`src/rtl/tfwm_pkg.sv`:
```
// Shared types and character constants for the topic filter wildcard matcher.
package tfwm_pkg;

	// Item kinds on the input channel.
	localparam logic CMD_FILTER = 1'b0;
	localparam logic CMD_TOPIC  = 1'b1;

	// Characters with a special meaning in a topic filter.
	localparam logic [7:0] CH_HASH  = 8'h23;
	localparam logic [7:0] CH_PLUS  = 8'h2B;
	localparam logic [7:0] CH_SLASH = 8'h2F;

	// Matching state while a topic name streams in.
	typedef enum logic [2:0] {
		MODE_COMPARE,
		MODE_SKIP_LEVEL,
		MODE_LAST_LEVEL,
		MODE_TAIL,
		MODE_FAIL,
		MODE_INVALID
	} mode_t;

	// Update of the two-byte filter window that sits in front of the compare.
	typedef enum logic [1:0] {
		WIN_HOLD,
		WIN_STEP1,
		WIN_STEP2,
		WIN_RELOAD
	} win_op_t;

endpackage

```
`src/rtl/topic_filter_wildcard_match.sv`:
```
// The last topic byte is registered in the input stage, and its result in the result register.
// Throughput: one filter or topic byte per cycle unless result_ready stalls; the store has
// two read ports refilling a two-byte window register: each byte sees store[p] and store[p+1].
// Reset clears the control state: empty filter (no topic matches), matching at level start.
// The filter store itself is not cleared; only bytes of the current filter are ever used.
module topic_filter_wildcard_match #(
	parameter int MAX_TOPIC_LEN = 256
) (
	input  logic       clk,
	input  logic       arst_n,
	input  logic       item_valid,
	output logic       item_ready,
	input  logic       cmd,
	input  logic [7:0] data_byte,
	input  logic       last_byte,
	output logic       result_valid,
	input  logic       result_ready,
	output logic       is_match,
	output logic       invalid_filter
);

	localparam int AW = $clog2(MAX_TOPIC_LEN);
	localparam int LW = $clog2(MAX_TOPIC_LEN + 1);
	localparam logic [LW-1:0] MAX_LEN = LW'(MAX_TOPIC_LEN);

	// Input stage.
	logic       valid_s1;
	logic       cmd_s1;
	logic [7:0] data_s1;
	logic       last_s1;

	// Filter store and the window onto it.
	logic [7:0] store_q [MAX_TOPIC_LEN];
	logic [7:0] win0_q;
	logic [7:0] win1_q;

	// Control state.
	tfwm_pkg::mode_t mode_q, mode_d, step_mode;
	logic [LW-1:0]   pos_q, pos_d, step_pos;
	logic [LW-1:0]   len_q, len_d, base_len;
	logic            ovf_q, ovf_d;
	logic            sealed_q, sealed_d;
	tfwm_pkg::win_op_t win_op, step_win;

	// Result register.
	logic res_valid_q;
	logic is_match_q;
	logic invalid_q;

	// Handshake and datapath helpers.
	logic          gives_result;
	logic          out_free;
	logic          fire_s1;
	logic          res_fire;
	logic          has_next;
	logic          f_wild;
	logic          f_hash;
	logic          mem_we;
	logic [AW-1:0] waddr;
	logic [AW-1:0] addr_a;
	logic [AW-1:0] addr_b;
	logic [LW-1:0] pos_p2;
	logic [LW-1:0] pos_p3;
	logic          res_bad;
	logic          res_ok;

	// The input stage moves on unless it holds a result that cannot be stored yet.
	assign gives_result = (cmd_s1 == tfwm_pkg::CMD_TOPIC) && last_s1;
	assign out_free     = !res_valid_q || result_ready;
	assign fire_s1      = valid_s1 && (!gives_result || out_free);
	assign res_fire     = fire_s1 && gives_result;
	assign item_ready   = !valid_s1 || fire_s1;

	always_ff @(posedge clk or negedge arst_n) begin
		if (!arst_n) begin
			valid_s1 <= 1'b0;
		end else if (item_ready) begin
			valid_s1 <= item_valid;
		end
	end

	always_ff @(posedge clk) begin
		if (item_ready && item_valid) begin
			cmd_s1  <= cmd;
			data_s1 <= data_byte;
			last_s1 <= last_byte;
		end
	end

	// One matching step for a topic byte against the window.
	assign has_next = ((LW+1)'(pos_q) + (LW+1)'(1)) < (LW+1)'(len_q);
	assign f_wild   = (win0_q == tfwm_pkg::CH_PLUS) || (win0_q == tfwm_pkg::CH_HASH);
	assign f_hash   = (win0_q == tfwm_pkg::CH_HASH);
	assign pos_p2   = pos_q + LW'(2);
	assign pos_p3   = pos_q + LW'(3);

	always_comb begin
		step_mode = mode_q;
		step_pos  = pos_q;
		step_win  = tfwm_pkg::WIN_HOLD;
		unique case (mode_q)
			tfwm_pkg::MODE_COMPARE: begin
				if (pos_q >= len_q) begin
					step_mode = tfwm_pkg::MODE_FAIL;
				end else if (f_wild) begin
					if (has_next && (win1_q != tfwm_pkg::CH_SLASH)) begin
						step_mode = tfwm_pkg::MODE_INVALID;
					end else if (data_s1 == tfwm_pkg::CH_SLASH) begin
						step_mode = f_hash ? tfwm_pkg::MODE_INVALID : tfwm_pkg::MODE_FAIL;
					end else if (!has_next) begin
						step_mode = f_hash ? tfwm_pkg::MODE_TAIL : tfwm_pkg::MODE_LAST_LEVEL;
					end else begin
						step_pos  = pos_p2;
						step_mode = tfwm_pkg::MODE_SKIP_LEVEL;
						step_win  = tfwm_pkg::WIN_STEP2;
					end
				end else if (win0_q == data_s1) begin
					step_pos = pos_q + LW'(1);
					step_win = tfwm_pkg::WIN_STEP1;
				end else begin
					step_mode = tfwm_pkg::MODE_FAIL;
				end
			end
			tfwm_pkg::MODE_SKIP_LEVEL: begin
				if (data_s1 == tfwm_pkg::CH_SLASH) begin
					step_mode = tfwm_pkg::MODE_COMPARE;
				end
			end
			tfwm_pkg::MODE_LAST_LEVEL: begin
				if (data_s1 == tfwm_pkg::CH_SLASH) begin
					step_mode = tfwm_pkg::MODE_FAIL;
				end
			end
			default: begin
				step_mode = mode_q;
			end
		endcase
	end

	// Outcome of a finished topic name.
	assign res_bad = ovf_q || (step_mode == tfwm_pkg::MODE_INVALID);
	assign res_ok  = !res_bad &&
		(((step_mode == tfwm_pkg::MODE_COMPARE) && (step_pos == len_q)) ||
		 (step_mode == tfwm_pkg::MODE_LAST_LEVEL) || (step_mode == tfwm_pkg::MODE_TAIL));

	// Next state for filter loading and topic matching.
	assign base_len = sealed_q ? '0 : len_q;
	assign waddr    = base_len[AW-1:0];

	always_comb begin
		mode_d   = mode_q;
		pos_d    = pos_q;
		len_d    = len_q;
		ovf_d    = ovf_q;
		sealed_d = sealed_q;
		win_op   = tfwm_pkg::WIN_HOLD;
		mem_we   = 1'b0;
		if (fire_s1) begin
			if (cmd_s1 == tfwm_pkg::CMD_FILTER) begin
				// A filter byte after a complete filter starts a new one.
				len_d = base_len;
				ovf_d = ovf_q && !sealed_q;
				if (base_len < MAX_LEN) begin
					mem_we = 1'b1;
					len_d  = base_len + LW'(1);
				end else begin
					ovf_d = 1'b1;
				end
				sealed_d = last_s1;
				pos_d    = '0;
				mode_d   = tfwm_pkg::MODE_COMPARE;
				win_op   = tfwm_pkg::WIN_RELOAD;
			end else begin
				sealed_d = 1'b1;
				mode_d   = step_mode;
				pos_d    = step_pos;
				win_op   = step_win;
				if (last_s1) begin
					pos_d  = '0;
					mode_d = tfwm_pkg::MODE_COMPARE;
					win_op = tfwm_pkg::WIN_RELOAD;
				end
			end
		end
	end

	always_ff @(posedge clk or negedge arst_n) begin
		if (!arst_n) begin
			mode_q   <= tfwm_pkg::MODE_COMPARE;
			pos_q    <= '0;
			len_q    <= '0;
			ovf_q    <= 1'b0;
			sealed_q <= 1'b1;
		end else begin
			mode_q   <= mode_d;
			pos_q    <= pos_d;
			len_q    <= len_d;
			ovf_q    <= ovf_d;
			sealed_q <= sealed_d;
		end
	end

	// Filter store: one write port, two read ports feeding the window.
	assign addr_a = (win_op == tfwm_pkg::WIN_RELOAD) ? AW'(0) : pos_p2[AW-1:0];
	assign addr_b = (win_op == tfwm_pkg::WIN_RELOAD) ? AW'(1) : pos_p3[AW-1:0];

	always_ff @(posedge clk) begin
		if (mem_we) begin
			store_q[waddr] <= data_s1;
		end
	end

	// Reads see a byte written in the same cycle.
	always_ff @(posedge clk) begin
		case (win_op)
			tfwm_pkg::WIN_STEP1: begin
				win0_q <= win1_q;
				win1_q <= (mem_we && (waddr == addr_a)) ? data_s1 : store_q[addr_a];
			end
			tfwm_pkg::WIN_STEP2, tfwm_pkg::WIN_RELOAD: begin
				win0_q <= (mem_we && (waddr == addr_a)) ? data_s1 : store_q[addr_a];
				win1_q <= (mem_we && (waddr == addr_b)) ? data_s1 : store_q[addr_b];
			end
			default: begin
				win0_q <= win0_q;
				win1_q <= win1_q;
			end
		endcase
	end

	// Result register; a new result may load while the old one is taken.
	always_ff @(posedge clk or negedge arst_n) begin
		if (!arst_n) begin
			res_valid_q <= 1'b0;
		end else if (res_fire) begin
			res_valid_q <= 1'b1;
		end else if (result_ready) begin
			res_valid_q <= 1'b0;
		end
	end

	always_ff @(posedge clk) begin
		if (res_fire) begin
			is_match_q <= res_ok;
			invalid_q  <= res_bad;
		end
	end

	assign result_valid   = res_valid_q;
	assign is_match       = is_match_q;
	assign invalid_filter = invalid_q;

`ifndef SYNTH
	// A malformed filter never reports a match.
	a_match_not_invalid: assert property (@(posedge clk) disable iff (!arst_n)
		result_valid |-> !(is_match && invalid_filter))
		else $error("match and invalid filter reported together");

	// Matching never runs past the stored filter.
	a_pos_in_filter: assert property (@(posedge clk) disable iff (!arst_n)
		pos_q <= len_q)
		else $error("filter position beyond filter length");

	// An overflow only happens with a full store.
	a_ovf_full: assert property (@(posedge clk) disable iff (!arst_n)
		ovf_q |-> (len_q == MAX_LEN))
		else $error("overflow flagged with store not full");

	// Each finished topic name restarts matching at the filter start.
	a_restart: assert property (@(posedge clk) disable iff (!arst_n)
		res_fire |=> (mode_q == tfwm_pkg::MODE_COMPARE) && (pos_q == '0))
		else $error("matching not restarted after a result");

	// A result is never dropped while it waits for the consumer.
	a_no_drop: assert property (@(posedge clk) disable iff (!arst_n)
		(result_valid && !result_ready) |=> result_valid)
		else $error("pending result lost");
`endif

endmodule

```
`config.mk`:
```
export PLATFORM = sky130hd
export DESIGN_NAME = topic_filter_wildcard_match
export DESIGN_NICKNAME = d
export VERILOG_FILES = /design/src/rtl/tfwm_pkg.sv /design/src/rtl/topic_filter_wildcard_match.sv
export SDC_FILE = /design/constraint.sdc
export NUM_CORES = 2
export LEC_CHECK = 0
export BUFFER_PORTS_ARGS = -buffer_cell sky130_fd_sc_hd__buf_2
export CAP_MARGIN = 15
export CORE_MARGIN = 2
export CORE_UTILIZATION = 34
export CTS_BUF_LIST = sky130_fd_sc_hd__clkbuf_8
export DETAILED_ROUTE_END_ITERATION = 12
export PLACE_DENSITY = 0.5
export SYNTH_ARGS = -nofsm -noshare
export SYNTH_HDL_FRONTEND = slang
export SYNTH_SLANG_ARGS = --single-unit
```
`constraint.sdc`:
```
create_clock -name clk -period 5.46 [get_ports clk]
set_clock_uncertainty 0.2 [all_clocks]
set_input_delay 0.819 -clock clk [delete_from_list [all_inputs] [get_ports clk]]
set_output_delay 0.819 -clock clk [all_outputs]
set_load 0.05 [all_outputs]
```
# Word level (Yosys, flattened, before mapping)
# Memories as Yosys holds them, arrays and structs flattened.
# Index checks and enable logic that the tools add are counted.
dict set report totals {
  register_bits 53
  latch_bits 0
  mem_bits_rw 2048
  romBits 0
  in_bits 14
  out_inout_bits 4
  elab_cells 117
  memories 1
}
dict set report classes {
  add_sub_neg 5
  mul 0
  div 0
  n_lt_le_gt_ge 3
  n_eq_ne 16
  shifts 0
  muxes 49
  bitwise_logic 1
  n_reduce_logical 28
}
# memory depth width rd rd_clocked_by_memory_dff wr line_no
set mem_list {}
lappend mem_list {store_q 256 8 2 0 1 topic_filter_wildcard_match.sv:33} ;# logic [7:0] store_q [MAX_TOPIC_LEN];
# operator n
set ops {}
lappend ops {{two-way mux 9 bit} 11}
lappend ops {{two-way mux 8 bit} 4}
lappend ops {{case mux 8 bit (2 select lines)} 2}
lappend ops {{two-way mux 3 bit} 9}
lappend ops {{== test 8 x 6 -> 1 bit, second input constant} 3}
lappend ops {{== test 8 bit} 3}
lappend ops {{two-way mux 2 bit} 10}
lappend ops {{adder 9 x 1 -> 9 bit, second input constant} 2}
lappend ops {{two-way mux 1 bit} 12}
lappend ops {{adder 9 x 1 -> 10 bit, second input constant} 1}
lappend ops {{logical AND 1 bit} 10}
lappend ops {{less-than comparator 10 x 9 -> 1 bit} 1}
lappend ops {{adder 9 x 2 -> 9 bit, second input constant} 1}
lappend ops {{== test 3 x 2 -> 1 bit, second input constant} 3}
lappend ops {{== test 9 bit} 1}
lappend ops {{greater-or-equal comparator 9 bit} 1}
lappend ops {{less-than comparator 9 bit, second input constant} 1}
lappend ops {{case mux 3 bit (3 select lines)} 1}
lappend ops {{adder 8 x 2 -> 8 bit, second input constant} 1}
lappend ops {{inequality test 8 x 6 -> 1 bit, second input constant} 1}
lappend ops {{logical OR 1 bit} 7}
lappend ops {{zero test 3 bit} 2}
lappend ops {{zero test 1 bit} 5}
lappend ops {{== test 2 bit, second input constant} 2}
lappend ops {{7 further kinds} 8}

# Logic depth before layout (Yosys ltp)
dict set report logic_depth {
  word_depth 17
  depth_mapped 22
  mapped_depth_nobuf 14
}

# Worst setup path after synthesis
# Ideal clock, no wire load.
dict set report synth_path {
  path_type {register -> register}
  start {reg data_s1[0]}
  end {reg win0_q[0], enable pin}
  setup_time_ps 365
  t_arrival_ps 5396
  required_ps 4895
  setup_slack_ps -500
  path_stages_with_launch 9
  path_buffers 1
  synth_period_minus_slack_ps 5960
  cell_sequence {edfxtp_1 > and4_1 > nand2_1 > and3_1 > o211ai_1 > o21ai_0 > nand3_1 > clkbuf_1 > nand2_1}
}
dict set report synth_between {
  elab_chain_cells 12
  word_cells_on_any_way 16
  classes_between {5 x eq/ne; 9 x mux; 2 x reduce/logical}
}
# element line_no
set synth_lines {}
lappend synth_lines {{from (decl)} topic_filter_wildcard_match.sv:29} ;# logic [7:0] data_s1;
lappend synth_lines {{from (signal assigned)} topic_filter_wildcard_match.sv:85} ;# data_s1 <= data_byte;
lappend synth_lines {{== test 8 x 6 -> 1 bit} topic_filter_wildcard_match.sv:108} ;# end else if (data_s1 == tfwm_pkg::CH_SLASH) begin
lappend synth_lines {{two-way mux 2 bit} topic_filter_wildcard_match.sv:108}
lappend synth_lines {{two-way mux 2 bit} topic_filter_wildcard_match.sv:106} ;# if (has_next && (win1_q != tfwm_pkg::CH_SLASH)) begin
lappend synth_lines {{two-way mux 2 bit (*)} topic_filter_wildcard_match.sv:105} ;# end else if (f_wild) begin
lappend synth_lines {{two-way mux 2 bit (*)} topic_filter_wildcard_match.sv:103} ;# if (pos_q >= len_q) begin
lappend synth_lines {{two-way mux 2 bit (*)} topic_filter_wildcard_match.sv:101} ;# unique case (mode_q)
lappend synth_lines {{two-way mux 2 bit (*)} topic_filter_wildcard_match.sv:178} ;# if (last_s1) begin
lappend synth_lines {{two-way mux 2 bit (*)} topic_filter_wildcard_match.sv:159} ;# if (cmd_s1 == tfwm_pkg::CMD_FILTER) begin
lappend synth_lines {{two-way mux 2 bit (*)} topic_filter_wildcard_match.sv:158} ;# if (fire_s1) begin
lappend synth_lines {{== test 2 bit} topic_filter_wildcard_match.sv:215} ;# case (win_op)
lappend synth_lines {{OR reduction 2 bit} topic_filter_wildcard_match.sv:215}
lappend synth_lines {{nonzero test 2 bit (no source line) (*)} n/a}
lappend synth_lines {{to (signal assigned)} topic_filter_wildcard_match.sv:217} ;# win0_q <= win1_q;
lappend synth_lines {{to (signal assigned)} topic_filter_wildcard_match.sv:221} ;# win0_q <= (mem_we && (waddr == addr_a)) ? data_s1 : store_q[addr_a];
lappend synth_lines {{to (signal assigned)} topic_filter_wildcard_match.sv:225} ;# win0_q <= win0_q;
lappend synth_lines {{to (decl)} topic_filter_wildcard_match.sv:34} ;# logic [7:0] win0_q;
# Mark *: on every way between the ends. The rest lies on a longest branch, timed or not.
# A chain may end at the register's enable or synchronous reset.

# Worst setup path in the final report
dict set report layout_path {
  start {reg pos_q[1]}
  end {reg win1_q[2], data pin}
}
dict set report layout_between {
  elab_chain_cells 17
  word_cells_on_any_way 29
  classes_between {3 x add/sub; 2 x order compare; 5 x eq/ne; 14 x mux; 4 x reduce/logical; 1 x memory}
}
# element line_no
set layout_lines {}
lappend layout_lines {{from (decl)} topic_filter_wildcard_match.sv:39} ;# logic [LW-1:0] pos_q, pos_d, step_pos;
lappend layout_lines {{from (signal assigned)} topic_filter_wildcard_match.sv:196} ;# pos_q <= pos_d;
lappend layout_lines {{branches (longest 16 deep; another with adder 9 x 1 -> 10 bit)} n/a}
lappend layout_lines {{case mux 8 bit (2 select lines) (*)} topic_filter_wildcard_match.sv:215}
lappend layout_lines {{to (signal assigned)} topic_filter_wildcard_match.sv:218} ;# win1_q <= (mem_we && (waddr == addr_a)) ? data_s1 : store_q[addr_a];
lappend layout_lines {{to (signal assigned)} topic_filter_wildcard_match.sv:222} ;# win1_q <= (mem_we && (waddr == addr_b)) ? data_s1 : store_q[addr_b];
lappend layout_lines {{to (signal assigned)} topic_filter_wildcard_match.sv:226} ;# win1_q <= win1_q;
lappend layout_lines {{to (decl)} topic_filter_wildcard_match.sv:35} ;# logic [7:0] win1_q;
# Every way passes the cells marked *.

==> results.md <==
- The run finished, with violations left.
- The final reports fail on negative setup slack.
- The die footprint is 315000 um^2.
- The post-cts resize count is 0.
- The count of final setup violators is 6.
- The type of the setup path with the least slack is reg2reg.
- In the finished design, the share of the clock period the worst path needs comes to 1.04.
- The number of nets in the finished design is 9109.
- The total number of yosys warnings is 0.
- The share of the synthesized area in compound gates (AO/OA/AOI/OAI) was 0.139.
- The net count after synthesis is 8512.
- The worst hold path belongs to the class in2async.
- The final hold violation count is 0.
- Fill cells in the final layout number 29200.
- Counting along the longest clock path gives a buffer depth of 4.
- Measured along the y axis, the die boundary spans 561 um.
- The remaining global-route overflow is 0.
- The number of iterations in the first detailed-routing pass is 7.
- Buffers placed on the I/O ports in this run total 17.
- STA classifies the critical path startpoint as a register.
- The worst setup path is captured at a register.
- The core region is 309000 um^2.
- Entering global routing, the biggest net connects 179 pins.
- 18 I/O pins were placed.
- The placer congestion estimate is 1.00.
- The fraction of post-synthesis cell area in the top cell type by area is 0.591.
- In this run the worst path has a maximum fanout of 9.
- For this run, the register share of the synthesized area comes to 0.597.
- The tree built by TritonCTS fans out to 2101 sinks.
- The maximum vdd drop is 180 uV.
- Power comes to 35.4 mW.
- After routing the design area is 123000 um^2.
- Setup repair after global routing left no endpoint under its margin.
- The post-synthesis instance area is 105000 um^2.
- The max-slew violation count came to 0.
- The remaining max-slew budget at the tightest pin is 0.0542.
- Data on the critical path arrives at its endpoint at 6.35 ns.
- In the post-route analysis, the smallest setup slack over all paths is -0.203 ns.
- The width of the chip is 561 um.
- For this design the static power due to leakage is 39.9 nW.
- The clock root buffer master is sky130_fd_sc_hd__clkbuf_8.
- Once placement completed, the tool counted placed cells totaling 12800.
- The leading area contributor after synthesis is sky130_fd_sc_hd__edfxtp_1.
- The number of global-route vias before repair is 82300.
- The post-detailed-route wirelength per cell is 40.7 um.
- The count of cells in the finished layout, fillers not included, comes to 13500.
- The number of antenna violations at the first check in global routing was 67.
- The first-pass GRT wire length is 732 mm.
- The number of hold-repair buffers added at the cts stage is 12.
- In the final timing run, aggregate negative setup slack is -0.566 ns.
- The detailed placer's ending HPWL is 367 mm.
- The final standard cell utilization of the core is 0.400.
- By count the netlist is led by 2076 x sky130_fd_sc_hd__edfxtp_1, 1027 x sky130_fd_sc_hd__nand2_1, 842 x sky130_fd_sc_hd__mux2i_1.
- Of the total synthesized cell area, the portion taken by AND, OR, NAND and NOR gates is 0.0971.
- The effective utilization at floorplan is 0.342.
- The first routing iteration left 16000 violations.
- The adder and majority cell fraction of the synthesized area is 0.00309.
- OpenSTA, run right after detailed placement, puts the worst setup slack at -0.00662 ns.
- The data required time at the worst endpoint is 6.14 ns.
- The number of antenna-violating nets in the routed design is 0.
- The via count is 89400.
- Dividing the detail-routed via count by the number of cells gives 6.60.
- The number of CTS-inserted buffers is 383.
- The number of core rows is 204.
- The number of buffers inserted to repair setup after CTS is 0.
- After clock tree synthesis, the clock-pin slew on the worst setup and hold paths is 0.07 ns.
- The area growth from synthesis to layout is 17.0%.
- By area, the combinational part of the netlist is dominated by compound AO/OA/AOI/OAI gates.
- In the post-synthesis netlist, the biggest area contributors are sky130_fd_sc_hd__edfxtp_1 59%, sky130_fd_sc_hd__mux2i_1 8.0%, sky130_fd_sc_hd__nand2_1 3.7%.
- In the final layout, the share of cells above drive strength 1 is 0.201.
- The H-tree was split into 5 levels.
- The number of different library cells used by synthesis comes to 102.
- The maximum clock frequency is 177 MHz.
- Of the total synthesized cell area, the portion taken by XOR and XNOR cells is 0.00384.
- Power spread over the standard cell area amounts to 287 nW/um^2.
- At the pin with the least slew margin, the transition time is 1.42 ns.
- The fraction of synthesized area in multiplexers is 0.124.
- By instance count, the leading cell after synthesis is sky130_fd_sc_hd__edfxtp_1.
- TritonCTS built the clock tree.
- After technology mapping, the gate count stands at 8472.
- Counting flops with a built-in enable in the synthesized netlist gives 2076.
- Wires add up to 551 mm.
- The post-synthesis average cell area is 12.4 um^2.
- The count of unresolved DRC violations after routing is 0.
- The placement-stage cell area is 116000 um^2.
- Hold timing on the final database bottoms out at a slack of 0.0592 ns.
- The worst path in the final design needs a cycle of 5.66 ns, including I/O delays and setup.
- The async set-or-reset flop fraction in the synthesized netlist is 0.0119.
- The most common flop cell mapped by yosys is sky130_fd_sc_hd__edfxtp_1.
- At the later pin of the worst-skew pair, clock insertion delay measures 1.14 ns.
- Across the run, the number of max-cap violations was 0.
- In the global route stage, overall resource usage came out at 0.338.
- After synthesis the netlist holds a flip-flop and latch count of 2101.
==> area by class of cell <==
cell class / count / area, um^2 / area share
well taps: 4120 / 5150 / 0.0418
inverters: 57 / 224 / 0.00182
multi-input cells: 5588 / 39400 / 0.319
clock buffers: 391 / 5380 / 0.0436
flip-flops and latches: 2101 / 63000 / 0.510
diodes: 47 / 118 / 0.000953
clock inverters: 294 / 1880 / 0.0153
repair buffers: 938 / 8290 / 0.0672
==> routing by layer <==
metal,vias up,GRT usage,part of all wire
met5,-,0,0.00022
met4,20,0.204,0.070
met3,1565,0.0918,0.13
met2,7621,0.492,0.42
met1,45500,0.447,0.38
li1,34700,-,-
==> critical path, cell delays in order (launching register included) <==
cell and delay [ns]:
sky130_fd_sc_hd__dfrtp_4 0.45, sky130_fd_sc_hd__ha_1 0.51, sky130_fd_sc_hd__xor2_4 0.46, sky130_fd_sc_hd__o211ai_4 0.44, sky130_fd_sc_hd__nor2_2 0.73, sky130_fd_sc_hd__buf_4 0.42
sky130_fd_sc_hd__o21ai_0 0.14, sky130_fd_sc_hd__a221oi_1 0.69, sky130_fd_sc_hd__or3_1 0.42, sky130_fd_sc_hd__nand4_1 0.28, sky130_fd_sc_hd__a221oi_1 0.48, sky130_fd_sc_hd__a22oi_1 0.15
==> kinds of logic (layout without fill, tap and decap cells) <==
family,count (synthesis),after routing
simple gates,2310,2310
flops,2101,2101
compound gates,2035,2035
mux,1175,1175
buf+inv,783,1680
xor+xnor,42,42
fa+ha+maj,26,26
other cells,0,47
==> power by group <==
| part | switching, mW | leakage (nW) | internal [mW] | total (mW) |
|---|---|---|---|---|
| Clock | 7.38 | 4.12 | 7.60 | 15.0 |
| Combinational | 1.93 | 16.7 | 0.602 | 2.53 |
| Sequential | 0.0979 | 19.0 | 17.8 | 17.9 |
==> final timing paths <==
kind	start	depth (start not counted)	slack, ns	to
setup reg to reg	pos_q[1]	11	-0.20	win1_q[2]
hold reg to reg	mode_q[0]	1	0.36	mode_q[0]
max in group asynchronous	arst_n	2	4.48	pos_q[0]
hold / removal	arst_n	2	0.06	pos_q[7]
min in group clk	data_byte[4]	2	0.20	data_s1[4]
setup / recovery	pos_q[1]	11	-0.20	win1_q[2]
==> state kept, by name (all words and copies together), names as in the netlist, 3 cells and up <==
name and count:
pos_q 9, len_q 9, data_s1 8, win1_q 8, store_q 2048, mode_q 3
win0_q 8
==> cells in the final DEF, fill, tap and decap left out, drive strengths merged, types with 113 or more instances in the layout <==
| cell | n |
|---|---|
| mux2 | 250 |
| clkbuf | 392 |
| clkinv | 145 |
| nand3 | 306 |
| edfxtp | 2076 |
| a22oi | 130 |
| inv | 181 |
| nor2 | 500 |
| o21ai | 227 |
| nand2 | 1027 |
| o211ai | 113 |
| a21oi | 310 |
| a211oi | 200 |
| o22ai | 218 |
| mux2i | 842 |
| buf | 925 |
| a31oi | 136 |
No activity file was read; power rests on OpenSTA's default activity.
